File: config.mk
export PLATFORM = sky130hd
export DESIGN_NAME = ewc_ram
export DESIGN_NICKNAME = d
export VERILOG_FILES = /design/src/ewc_ram.sv
export SDC_FILE = /design/constraint.sdc
export NUM_CORES = 1
export LEC_CHECK = 0
export BUFFER_PORTS_ARGS = -buffer_cell sky130_fd_sc_hd__buf_4
export CAP_MARGIN = 20
export CORE_MARGIN = 4
export CORE_UTILIZATION = 30
export DETAILED_ROUTE_END_ITERATION = 16
export HOLD_SLACK_MARGIN = 0.1
export PLACE_DENSITY = 0.49
export SYNTH_ARGS = -nofsm -noshare
export SYNTH_HDL_FRONTEND = slang
export SYNTH_SLANG_ARGS = --single-unit
File: constraint.sdc
create_clock -name i_clk -period 6.75 [get_ports i_clk]
set_input_delay 0.3375 -clock i_clk [delete_from_list [all_inputs] [get_ports i_clk]]
set_output_delay 0.3375 -clock i_clk [all_outputs]
set_load 0.01 [all_outputs]
File: src/ewc_ram.sv
`timescale 1ns / 1ps
// Generic single-write, single-read synchronous RAM with registered read data.
module ewc_ram #(
    parameter int WIDTH = 32,
    parameter int DEPTH = 32,
    localparam int AW = (DEPTH > 1) ? $clog2(DEPTH) : 1
) (
    input  logic             i_clk,
    input  logic             i_we,
    input  logic [AW-1:0]    i_waddr,
    input  logic [WIDTH-1:0] i_wdata,
    input  logic [AW-1:0]    i_raddr,
    output logic [WIDTH-1:0] o_rdata
);
    logic [WIDTH-1:0] r_mem [DEPTH];
    logic [WIDTH-1:0] r_rdata;

    always_ff @(posedge i_clk) begin
        if (i_we) begin
            r_mem[i_waddr] <= i_wdata;
        end
        r_rdata <= r_mem[i_raddr];
    end

    assign o_rdata = r_rdata;
endmodule

---- Word-level counts from Yosys, hierarchy flattened ----
Memories as Yosys holds them, arrays and structs flattened. A register that Yosys moved wholly into a read port is not among the register bits.
Index checks and enable logic that the tools add are counted.
storage, ports and cells
  register bits after elaboration ......... 0
  memory bits (writable) .................. 1,024
  memories ................................ 1
memories
  name   depth  bits a word  read ports  clocked after Yosys merged registers in  write ports  RTL line  RTL
  r_mem  32     32           1           1                                        1            15        logic [WIDTH-1:0] r_mem [DEPTH];
cells by class
  mux-type cells .......................... 2
operator list
  cell     number
  $mux W1  2

---- Logic depth before layout (Yosys ltp) ----
Gate-level depths: netlist of the first run.
  depth in word-level cells ............... 2
  depth in mapped cells ................... 8
  gate-level depth less buffers ........... 5

---- Worst setup path after synthesis of the first run ----
OpenSTA, ideal clock, no wires.
  path kind ............................... input to register
  start ................................... input port i_waddr[1]
  end ..................................... memory r_mem[12][0] (enable)
  data arrival time ....................... 2.350 ns
  required time ........................... 6.329 ns
  path slack .............................. 3.978 ns
  cell stages on the path ................. 3
  buffers on the path ..................... 1
  cell sequence ........................... or3b_2 > clkbuf_1 > nor2_1
RTL lines
  element             RTL line  RTL
  start: declaration  10        input logic [AW-1:0] i_waddr,
  end: declaration    15
Straight into the memory's write port.

---- Worst setup path after layout of the first run ----
  start ................................... input port i_waddr[1]
  end ..................................... memory r_mem[9][7] (enable)
Straight into the memory's write port.

==> results of run 1 <==
routing by layer:
| layer | global-route usage, % | vias up | wire length, um |
|---|---|---|---|
| met5 | 0 | - | 27 |
| met4 | 4.450 | 4 | 2758 |
| met3 | 2.336 | 149 | 4982 |
| met2 | 25.52 | 499 | 53090 |
| met1 | 20.00 | 10950 | 47650 |
| li1 | - | 9250 | - |
metrics by stage:
step / cells / cell area [um2] / utilization, % / setup slack [ns]
floorplan: 2260 / 40490 / - / 3.978
global placement: 4023 / 43240 / 32.31 / 3.705
detailed placement: 4023 / 43240 / 32.31 / 3.660
CTS: 4255 / 47020 / 35.14 / 4.403
global route: 4255 / 47020 / 35.14 / 4.342
finish: 4257 / 47020 / 35.14 / 4.441
power by group:
group          switching (uW)  leakage [uW]  internal, uW
Sequential               43.8       0.00949          7290
Clock                    2410       0.00170          3390
Combinational             467       0.00486           248
Total                    2920        0.0161         10900
final timing paths:
kind / end / slack, ns / cells after the start
worst max register to register: o_rdata[9] / 5.39 / 5
worst min-delay path: r_mem[8][2] / 0.40 / 3
worst max-delay path: r_mem[9][7] / 4.44 / 4
worst min register to register: o_rdata[11] / 0.59 / 4
area by class of cell:
cell class | count | area share, %
antenna | 2 | 0.01064
timing repair buffer | 154 | 2.858
multi-input combinational | 1077 | 18.31
clock inverter | 48 | 0.8967
sequential | 1056 | 66.76
tap | 1768 | 4.705
clock buffer | 152 | 6.463
Yosys cell counts:
cell / count / area, um2
edfxtp_1: 1024 / 30750
mux2i_1: 512 / 5125
nand2_1: 98 / 367.9
nand3_1: 98 / 490.5
a21oi_1: 96 / 480.5
a22oi_1: 96 / 720.7
a22o_1: 64 / 560.5
clkbuf_1: 46 / 172.7
nor2_1: 34 / 127.6
buf_4: 33 / 247.7
a31oi_1: 32 / 200.2
dfxtp_1: 32 / 640.6
nor3_1: 32 / 160.2
buf_2: 26 / 130.1
buf_6: 15 / 168.9
buf_1: 5 / 18.77
nand3b_1: 5 / 37.54
or3b_2: 3 / 26.28
clkbuf_4: 2 / 15.01
nand2b_1: 2 / 12.51
and2_1: 1 / 6.260
and2b_1: 1 / 7.510
nor2b_1: 1 / 6.260
or2_2: 1 / 6.260
or3_1: 1 / 6.260
sequential cells by signal, indices dropped and copies added, names as in the netlist:
| signal | count |
|---|---|
| o_rdata | 32 |
| r_mem | 1024 |
worst register-to-register path, delay by kind of cell, from the launching register on:
kind            cells  cell delay [ns]
mux                 1             0.14
compound gates      2             0.40
flops               1             0.37
simple gates        2             0.28
kinds of logic after synthesis:
family | Yosys count
DFF | 1056
buffers and inverters | 127
muxes | 512
AOI/OAI and AO/OA | 288
and+or+nand+nor | 277
timing repair:
| item | in CTS | in global routing |
|---|---|---|
| hold buffers | 32 | 0 |
| setup buffers | 0 | 0 |
| hold endpoints to repair | 1024 | 0 |
==> results.py, run 1 <==
metrics = {
    "timing": {
        "setup_viol": 0,
        "fmax_mhz": 433.1,
        "fin_skew_ns": 0.02246,
        "hold_ws_ns": 0.4020,
        "rsz0062_at_grt": "false",
        "drv_slew": 0,
        "post-route-min-period_ns": 2.309,
        "slew_headroom_pct": 31.62,
        "tightest_slew_ns": 1.023,
        "tns_ns": 0,
        "period_share_pct": 34.21,
        "finalHoldViolCount": 0,
    },
    "floorplan": {
        "rows": 134,
        "core_um2": 133800,
        "io_pins": 76,
        "start_util_pct": 30.26,
        "die_h_um": 375.4,
        "die_w_um": 375.4,
        "die_area_um2": 140900,
    },
    "cells_and_area": {
        "nNetsFinal": 2441,
        "register_area_um2": 31390,
        "mostFrequentLayoutCell": "edfxtp_1",
        "fill_cells": 12590,
        "final_cell_mix": "edfxtp_1, mux2i_1, buf_4, clkbuf_16, nand3_1",
        "syn_to_final_growth_pct": 16.14,
        "multiInputGateArea_um2": 8610,
        "layout-drive-gt1-share_pct": 13.07,
    },
    "worst_setup_path": {
        "crit_buf_inv": 2,
        "required_ns": 7.08,
        "crit_family": "simple AND/OR/NAND/NOR gates",
        "crit_path_max_incr_delay_ns": 0.93,
        "slowest_stage": "nor2_4",
        "crit_path_start_kind": "primary input",
        "startpoint": "i_waddr[1]",
        "crit_path_frequent_cell": "buf_4",
        "crit_path_max_fanout": 18,
        "worst-setup-path-type": "in2reg",
        "crit_path_end_kind": "flip-flop",
        "crit_arrival_ns": 2.64,
        "path_cells": "buf_4, nand3b_1, nor2_4, buf_4",
        "r2r-start": "r_mem[7][9]",
    },
    "cts": {
        "cts.repair.resized": 0,
        "cts_sinks": 1056,
        "numCtsBuffers": 108,
        "cts_tree": "built",
        "cts-root-buf": "clkbuf_16",
        "clk_latency_ns": 0.67,
        "clk_pin_slew_ns": 0.06,
        "htreeDepth": 3,
        "clockBufferDepth": 3,
    },
    "routing": {
        "antenna_left": 0,
        "drc": 0,
        "first_pass_iters": 5,
        "via_count": 20850,
        "wl_mm": 108.5,
        "wire_per_inst_um": 25.49,
        "viasPerCell": 4.898,
        "dr.first_iter.drc_count": 1612,
    },
    "synth": {
        "synth_mux_area_share_pct": 12.66,
        "synthAdderAreaFrac_pct": 0,
        "synthCells": 2260,
        "synth.yosys.warnings": 0,
        "synthSimpleGateAreaFrac_pct": 3.100,
        "synth_top_family_by_area": "multiplexers",
        "synth-xor-area-share_pct": 0,
        "synth.distinct_cells": 25,
        "syn-num-nets": 2304,
        "netlist_area_um2": 40490,
        "ys_seq_area_share_pct": 77.54,
        "ys_ff_latch": 1056,
        "synth_compound_area_share_pct": 4.846,
        "synth.avg_cell_area_um2": 17.91,
    },
    "global_route": {
        "grt_pass1_vias": 21580,
        "grt.total_usage_pct": 15.05,
        "antenna_found_initial": 5,
        "grt_max_degree": 129,
        "grt_pass1_wl_mm": 154.5,
        "overflow": 0,
    },
    "status": {
        "status": "finished, final reports clean",
    },
    "placement": {
        "dp_hpwl_mm": 54.54,
        "port-buffer-count": 75,
        "gp_congestion": 0.7204,
    },
    "min_path": {
        "hold_path.class": "in2reg",
        "worstHoldStart": "i_waddr[2]",
    },
    "power": {
        "total_power_uw": 13850,
        "cellPowerDensity_nw_per_um2": 294.5,
        "p_leak_uw": 0.01606,
        "vdd_drop_max_mv": 0.1810,
    },
    "job": {
        "drv_cap": 0,
    },
}
(Power assumes the default switching activity.)
==> run 2: changes to the inputs <==
ABC_AREA = 1   (was default)
clock period = 2.21 ns   (was 6.75 ns; I/O delays follow)
==> run 2 against run 1 <==
Effect of this change: clock-buffer cell count up 10; via count up 30%; largest power group unchanged; die area up 4.6%.
==> results.py, run 2 <==
metrics = {
    "timing": {
        "slew_headroom_pct": 58.43,
        "finalHoldViolCount": 0,
        "tightest_slew_ns": 0.6235,
        "rsz0062_at_grt": "false",
        "setup_viol": 0,
        "fmax_mhz": 542.2,
        "period_share_pct": 83.46,
        "drv_slew": 0,
        "post-route-min-period_ns": 1.844,
        "fin_skew_ns": 0.02653,
        "setup_slack_ns": 0.3655,
        "tns_ns": 0,
    },
    "worst_setup_path": {
        "crit_buf_inv": 5,
        "worst-r2r-cell-count": 9,
        "crit_path_max_fanout": 25,
        "slowest_stage": "dlygate4sd3_1",
        "crit_path_frequent_cell": "nand2_1",
        "required_ns": 2.88,
        "r2r-start": "r_mem[11][11]",
        "worst-setup-path-type": "in2reg",
        "crit_arrival_ns": 2.51,
        "worst_r2r_endpoint": "o_rdata[11]",
        "rrSetupSlack_ns": 0.63,
        "crit_path_start_kind": "primary input",
        "path_cells": "dlygate4sd3_1, buf_6, inv_6, buf_12, nand3_1, nand2_1, nand2_1, nand2_1, nand2_1, dlygate4sd3_1, nand2_1",
        "crit_path_max_incr_delay_ns": 0.57,
        "crit_path_end_kind": "flip-flop",
        "crit_family": "buffers and inverters",
    },
    "synth": {
        "synth_top_area_share_pct": 72.51,
        "synth.avg_cell_area_um2": 11.99,
        "ys_ff_latch": 1056,
        "synthCells": 3536,
        "synth-edff-count": 1024,
        "syn-num-nets": 3580,
        "synth_area_leader_cell": "edfxtp_1",
        "ys_seq_area_share_pct": 74.02,
        "netlist_area_um2": 42410,
        "synth.distinct_cells": 14,
        "synth.area.top_cells": "edfxtp_1, nand2_1, nand3_1",
        "synthTopCellsByCount": "nand2_1, edfxtp_1, nand3_1",
        "synthArstFlopShare_pct": 0,
        "yosys_most_used_dff": "edfxtp_1",
        "synth_most_common_cell": "nand2_1",
        "synth.yosys.warnings": 0,
    },
    "routing": {
        "drc": 0,
        "antenna_left": 0,
        "via_count": 27080,
        "wl_mm": 127.3,
        "viasPerCell": 4.786,
        "dr.first_iter.drc_count": 2296,
        "first_pass_iters": 5,
        "wire_per_inst_um": 22.50,
    },
    "floorplan": {
        "die_w_um": 384.0,
        "start_util_pct": 30.28,
        "rows": 137,
        "die_area_um2": 147400,
        "die_h_um": 384.0,
        "core_um2": 140000,
        "io_pins": 76,
    },
    "global_route": {
        "overflow": 0,
        "grt_pass1_vias": 26010,
        "grt_pass1_wl_mm": 184.8,
        "grt.total_usage_pct": 17.01,
        "grt_max_degree": 118,
        "antenna_found_initial": 9,
    },
    "min_path": {
        "min_to": "o_rdata[16]",
        "hold_path.class": "in2reg",
        "hold_depth": 10,
        "worstHoldStart": "i_raddr[0]",
    },
    "power": {
        "p_leak_uw": 0.01806,
        "vdd_drop_max_mv": 0.6507,
        "cellPowerDensity_nw_per_um2": 884.3,
    },
    "placement": {
        "dp_hpwl_mm": 66.33,
        "port-buffer-count": 75,
        "gp_congestion": 0.7559,
        "place_ws_ns": 0.3990,
        "place_area_um2": 45830,
    },
    "cells_and_area": {
        "fin_area_um2": 49920,
        "regMostFlops": "r_mem",
        "utilization_pct": 35.65,
        "mostFrequentLayoutCell": "nand2_1",
        "fill_cells": 13630,
        "largest_register_ffs": 1024,
        "final_cell_mix": "nand2_1, edfxtp_1, nand3_1, buf_4, clkbuf_16",
        "layout-drive-gt1-share_pct": 10.86,
        "nNetsFinal": 3722,
        "syn_to_final_growth_pct": 17.73,
        "register_area_um2": 31390,
        "multiInputGateArea_um2": 9669,
    },
    "cts": {
        "htreeDepth": 3,
        "clockBufferDepth": 3,
        "clk_pin_slew_ns": 0.06,
        "cts.repair.resized": 0,
        "cts_tree": "built",
        "cts_setup_buffers": 0,
        "cts-root-buf": "clkbuf_16",
        "cts_sinks": 1056,
        "numCtsBuffers": 110,
        "hold_buffers": 37,
        "clk_latency_ns": 0.72,
    },
    "status": {
        "status": "finished, final reports clean",
    },
    "job": {
        "drv_cap": 0,
    },
}
-- run 2: cell type report --
type	count	area share [%]
well taps	1876	4.702
clock inverters	47	1.200
diodes	7	0.03509
inverters	10	0.1353
multi-input cells	2252	19.37
clock buffers	162	6.228
flip-flops and latches	1056	62.88
repair buffers	248	5.456
-- run 2: worst max-delay path by stage --
stage                    start     endpoint  slack (ns)  cells past startpoint
floorplan           i_waddr[0]  r_mem[8][0]        0.02                      3
global placement    i_raddr[0]   o_rdata[0]        0.42                     11
detailed placement  i_raddr[0]   o_rdata[0]        0.40                     11
CTS                 i_raddr[1]  o_rdata[11]        0.42                     12
global route        i_raddr[2]  o_rdata[11]        0.26                     11
finish              i_raddr[2]  o_rdata[11]        0.37                     11
-- run 2: worst reg2reg max path, cell delays in order, from the launching register on --
cell and delay (ns):
edfxtp_1 0.37, nand2_1 0.08, nand3_1 0.10, nand3_1 0.12, nand2_1 0.07, nand2_1 0.05
nand2_1 0.06, nand2_1 0.05, dlygate4sd3_1 0.55, nand2_1 0.04
-- run 2: per-layer routing --
| metal | vias to the layer above | global-route usage, % | part of all wire [%] |
|---|---|---|---|
| met5 | - | 0 | 0.027 |
| met3 | 142 | 2.620 | 5.3 |
| met1 | 13580 | 24.14 | 46 |
| met2 | 709 | 27.47 | 47 |
| met4 | 6 | 3.916 | 1.7 |
| li1 | 12650 | - | - |
-- run 2: power by group --
part           total (uW)  internal, uW  leakage (uW)  switching (uW)
Sequential          22400         22300       0.00949             128
Combinational        2800           854       0.00675            1940
Clock               19000         11200       0.00182            7800
Total               44100         34300        0.0181            9870
-- run 2: cells by family (layout without fill, tap and decap cells) --
family	count (synthesis)	count (layout)	synth area share, %
flops	1056	1056	74.02
buf+inv	228	467	3.741
simple gates	2252	2252	22.24
other cells	0	7	0
-- run 2: stage by stage --
step / total power [uW] / hold slack (ns) / std cells
floorplan: 24320 / 0.2094 / 3536
global placement: 25570 / 0.5084 / 5405
detailed placement: 25580 / 0.5146 / 5405
CTS: 44600 / 0.1569 / 5651
global route: 45700 / 0.2243 / 5653
finish: 44150 / 0.2206 / 5658
==> run 3: changes to the inputs <==
PLACE_DENSITY = 0.51   (was 0.49)
clock period = 1.55 ns   (was 2.21 ns; I/O delays follow)
==> run 3 against run 2 <==
Effect of this change: via count rose by 2.0%; setup slack got worse by 0.23 ns; first-iteration DRC count rose by 9.1%; global-route usage barely moved; sequential cell count did not move; clock skew rose by 0.0097 ns; combinational power rose by 52%; cell area rose by 2.0%; largest cell class unchanged; total power rose by 38%; clock power rose by 31%; critical path depth fell by 10.
==> results.py, run 3 (synthesis results as in run 2) <==
metrics = {
    "timing": {
        "tns_ns": 0,
        "fmax_mhz": 708.6,
        "tightest_slew_ns": 0.5650,
        "slew_headroom_pct": 62.33,
        "setup_slack_ns": 0.1387,
        "finalHoldViolCount": 0,
        "period_share_pct": 91.05,
        "drv_slew": 0,
        "post-route-min-period_ns": 1.411,
        "rsz0062_at_grt": "false",
        "fin_skew_ns": 0.03619,
        "setup_viol": 0,
    },
    "floorplan": {
        "io_pins": 76,
        "die_h_um": 384.0,
        "die_w_um": 384.0,
        "die_area_um2": 147400,
        "rows": 137,
        "core_um2": 140000,
        "start_util_pct": 30.28,
    },
    "placement": {
        "dp_hpwl_mm": 72.46,
        "place_ws_ns": 0.01652,
        "gp_congestion": 0.7622,
        "port-buffer-count": 75,
    },
    "job": {
        "drv_cap": 0,
    },
    "routing": {
        "first_pass_iters": 7,
        "viasPerCell": 4.817,
        "via_count": 27610,
        "drc": 0,
        "antenna_left": 0,
        "wl_mm": 127.1,
        "wire_per_inst_um": 22.17,
        "dr.first_iter.drc_count": 2506,
    },
    "cells_and_area": {
        "layout-drive-gt1-share_pct": 12.33,
        "nNetsFinal": 3801,
        "final_cell_mix": "nand2_1, edfxtp_1, nand3_1, buf_4, buf_12",
        "largest_register_ffs": 1024,
        "regMostFlops": "r_mem",
        "mostFrequentLayoutCell": "nand2_1",
        "syn_to_final_growth_pct": 20.05,
    },
    "cts": {
        "cts-root-buf": "clkbuf_16",
        "cts_tree": "built",
        "numCtsBuffers": 108,
        "cts_setup_buffers": 0,
        "clk_pin_slew_ns": 0.06,
        "clockBufferDepth": 3,
        "cts_sinks": 1056,
        "htreeDepth": 3,
        "clk_latency_ns": 0.71,
    },
    "global_route": {
        "overflow": 0,
        "grt_pass1_wl_mm": 187.0,
        "antenna_found_initial": 5,
        "grt_pass1_vias": 26790,
        "grt.total_usage_pct": 17.04,
        "grt_max_degree": 55,
    },
    "worst_setup_path": {
        "crit_buf_inv": 1,
        "crit_arrival_ns": 1.33,
        "crit_path_max_fanout": 1,
        "path_cells": "buf_4",
        "crit_family": "flip-flops",
        "required_ns": 1.47,
        "slowest_stage": "dfxtp_1",
        "crit_path_start_kind": "flip-flop",
        "worst-setup-path-type": "reg2out",
        "crit_path_max_incr_delay_ns": 0.45,
        "crit_path_end_kind": "output port",
    },
    "status": {
        "status": "finished, final reports clean",
    },
    "power": {
        "p_leak_uw": 0.01847,
        "vdd_drop_max_mv": 0.8636,
        "cellPowerDensity_nw_per_um2": 1198,
    },
    "min_path": {
        "hold_path.class": "in2reg",
    },
}
[run 3: cell count changes in the layout (fill, tap and decap cells not counted), moves of 9 or more]
cell,previous run,this run
buf_12,60,115
bufinv_16,12,3
clkinv_1,10,21
buf_4,148,171
clkbuf_8,14,5
[run 3: stage by stage]
| stage | cell area [um2] | instances | hold WS [ns] | util (%) | total power, uW |
|---|---|---|---|---|---|
| 2_1_floorplan | 42490 | 3536 | 0.1764 | - | 34680 |
| 3_3_place_gp | 47100 | 5483 | 0.4767 | 33.63 | 36700 |
| 3_5_place_dp | 47100 | 5483 | 0.4795 | 33.63 | 36710 |
| 4_1_cts | 50870 | 5728 | 0.1029 | 36.32 | 61580 |
| 5_1_grt | 50900 | 5729 | 0.1547 | 36.34 | 63190 |
| 6_report | 50910 | 5732 | 0.1338 | 36.35 | 60990 |
[run 3: worst paths after layout]
| kind | from | end | slack [ns] | cells after the start |
|---|---|---|---|---|
| worst min register to register | r_mem[10][15] | o_rdata[15] | 0.74 | 8 |
| worst max register to register | r_mem[29][18] | o_rdata[18] | 0.40 | 8 |
| worst min-delay path | i_raddr[2] | o_rdata[22] | 0.13 | 8 |
| worst max-delay path | o_rdata[19] | o_rdata[19] | 0.14 | 1 |
[run 3: report_power, final]
group	switching, uW	internal (uW)
Sequential	181	31700
Combinational	2810	1440
Clock	11000	13800
Total	14000	47000
[run 3: timing repair]
item | in CTS | in global routing
hold buffers | 40 | 1
resized for setup | 0 | 7
endpoints found under the setup margin | 0 | 2
endpoints found under the hold margin | 1056 | 1
[run 3: area by class of cell]
type / count / area (um2)
fillers: 13630 / 89140
flip-flops and latches: 1056 / 31390
multi-input cells: 2252 / 9697
repair buffers: 329 / 4028
clock buffers: 156 / 2954
well taps: 1876 / 2347
clock inverters: 49 / 411.6
inverters: 10 / 67.56
diodes: 4 / 10.01
[run 3: worst reg2reg max path: stages, from the launching register on]
cell and delay [ns]:
edfxtp_1 0.36, nand2_1 0.07, nand3_1 0.12, nand3_1 0.11, nand2_1 0.05, nand2_1 0.06, nand2_1 0.06, nand2_1 0.07
nand2_1 0.11
[run 3: routing by layer]
layer / vias up / track usage, % / wire [um]
met4: 0 / 4.584 / 3071
met2: 787 / 28.33 / 61120
met3: 169 / 2.501 / 6904
met5: - / 0 / 0
met1: 13850 / 23.32 / 55960
li1: 12800 / - / -
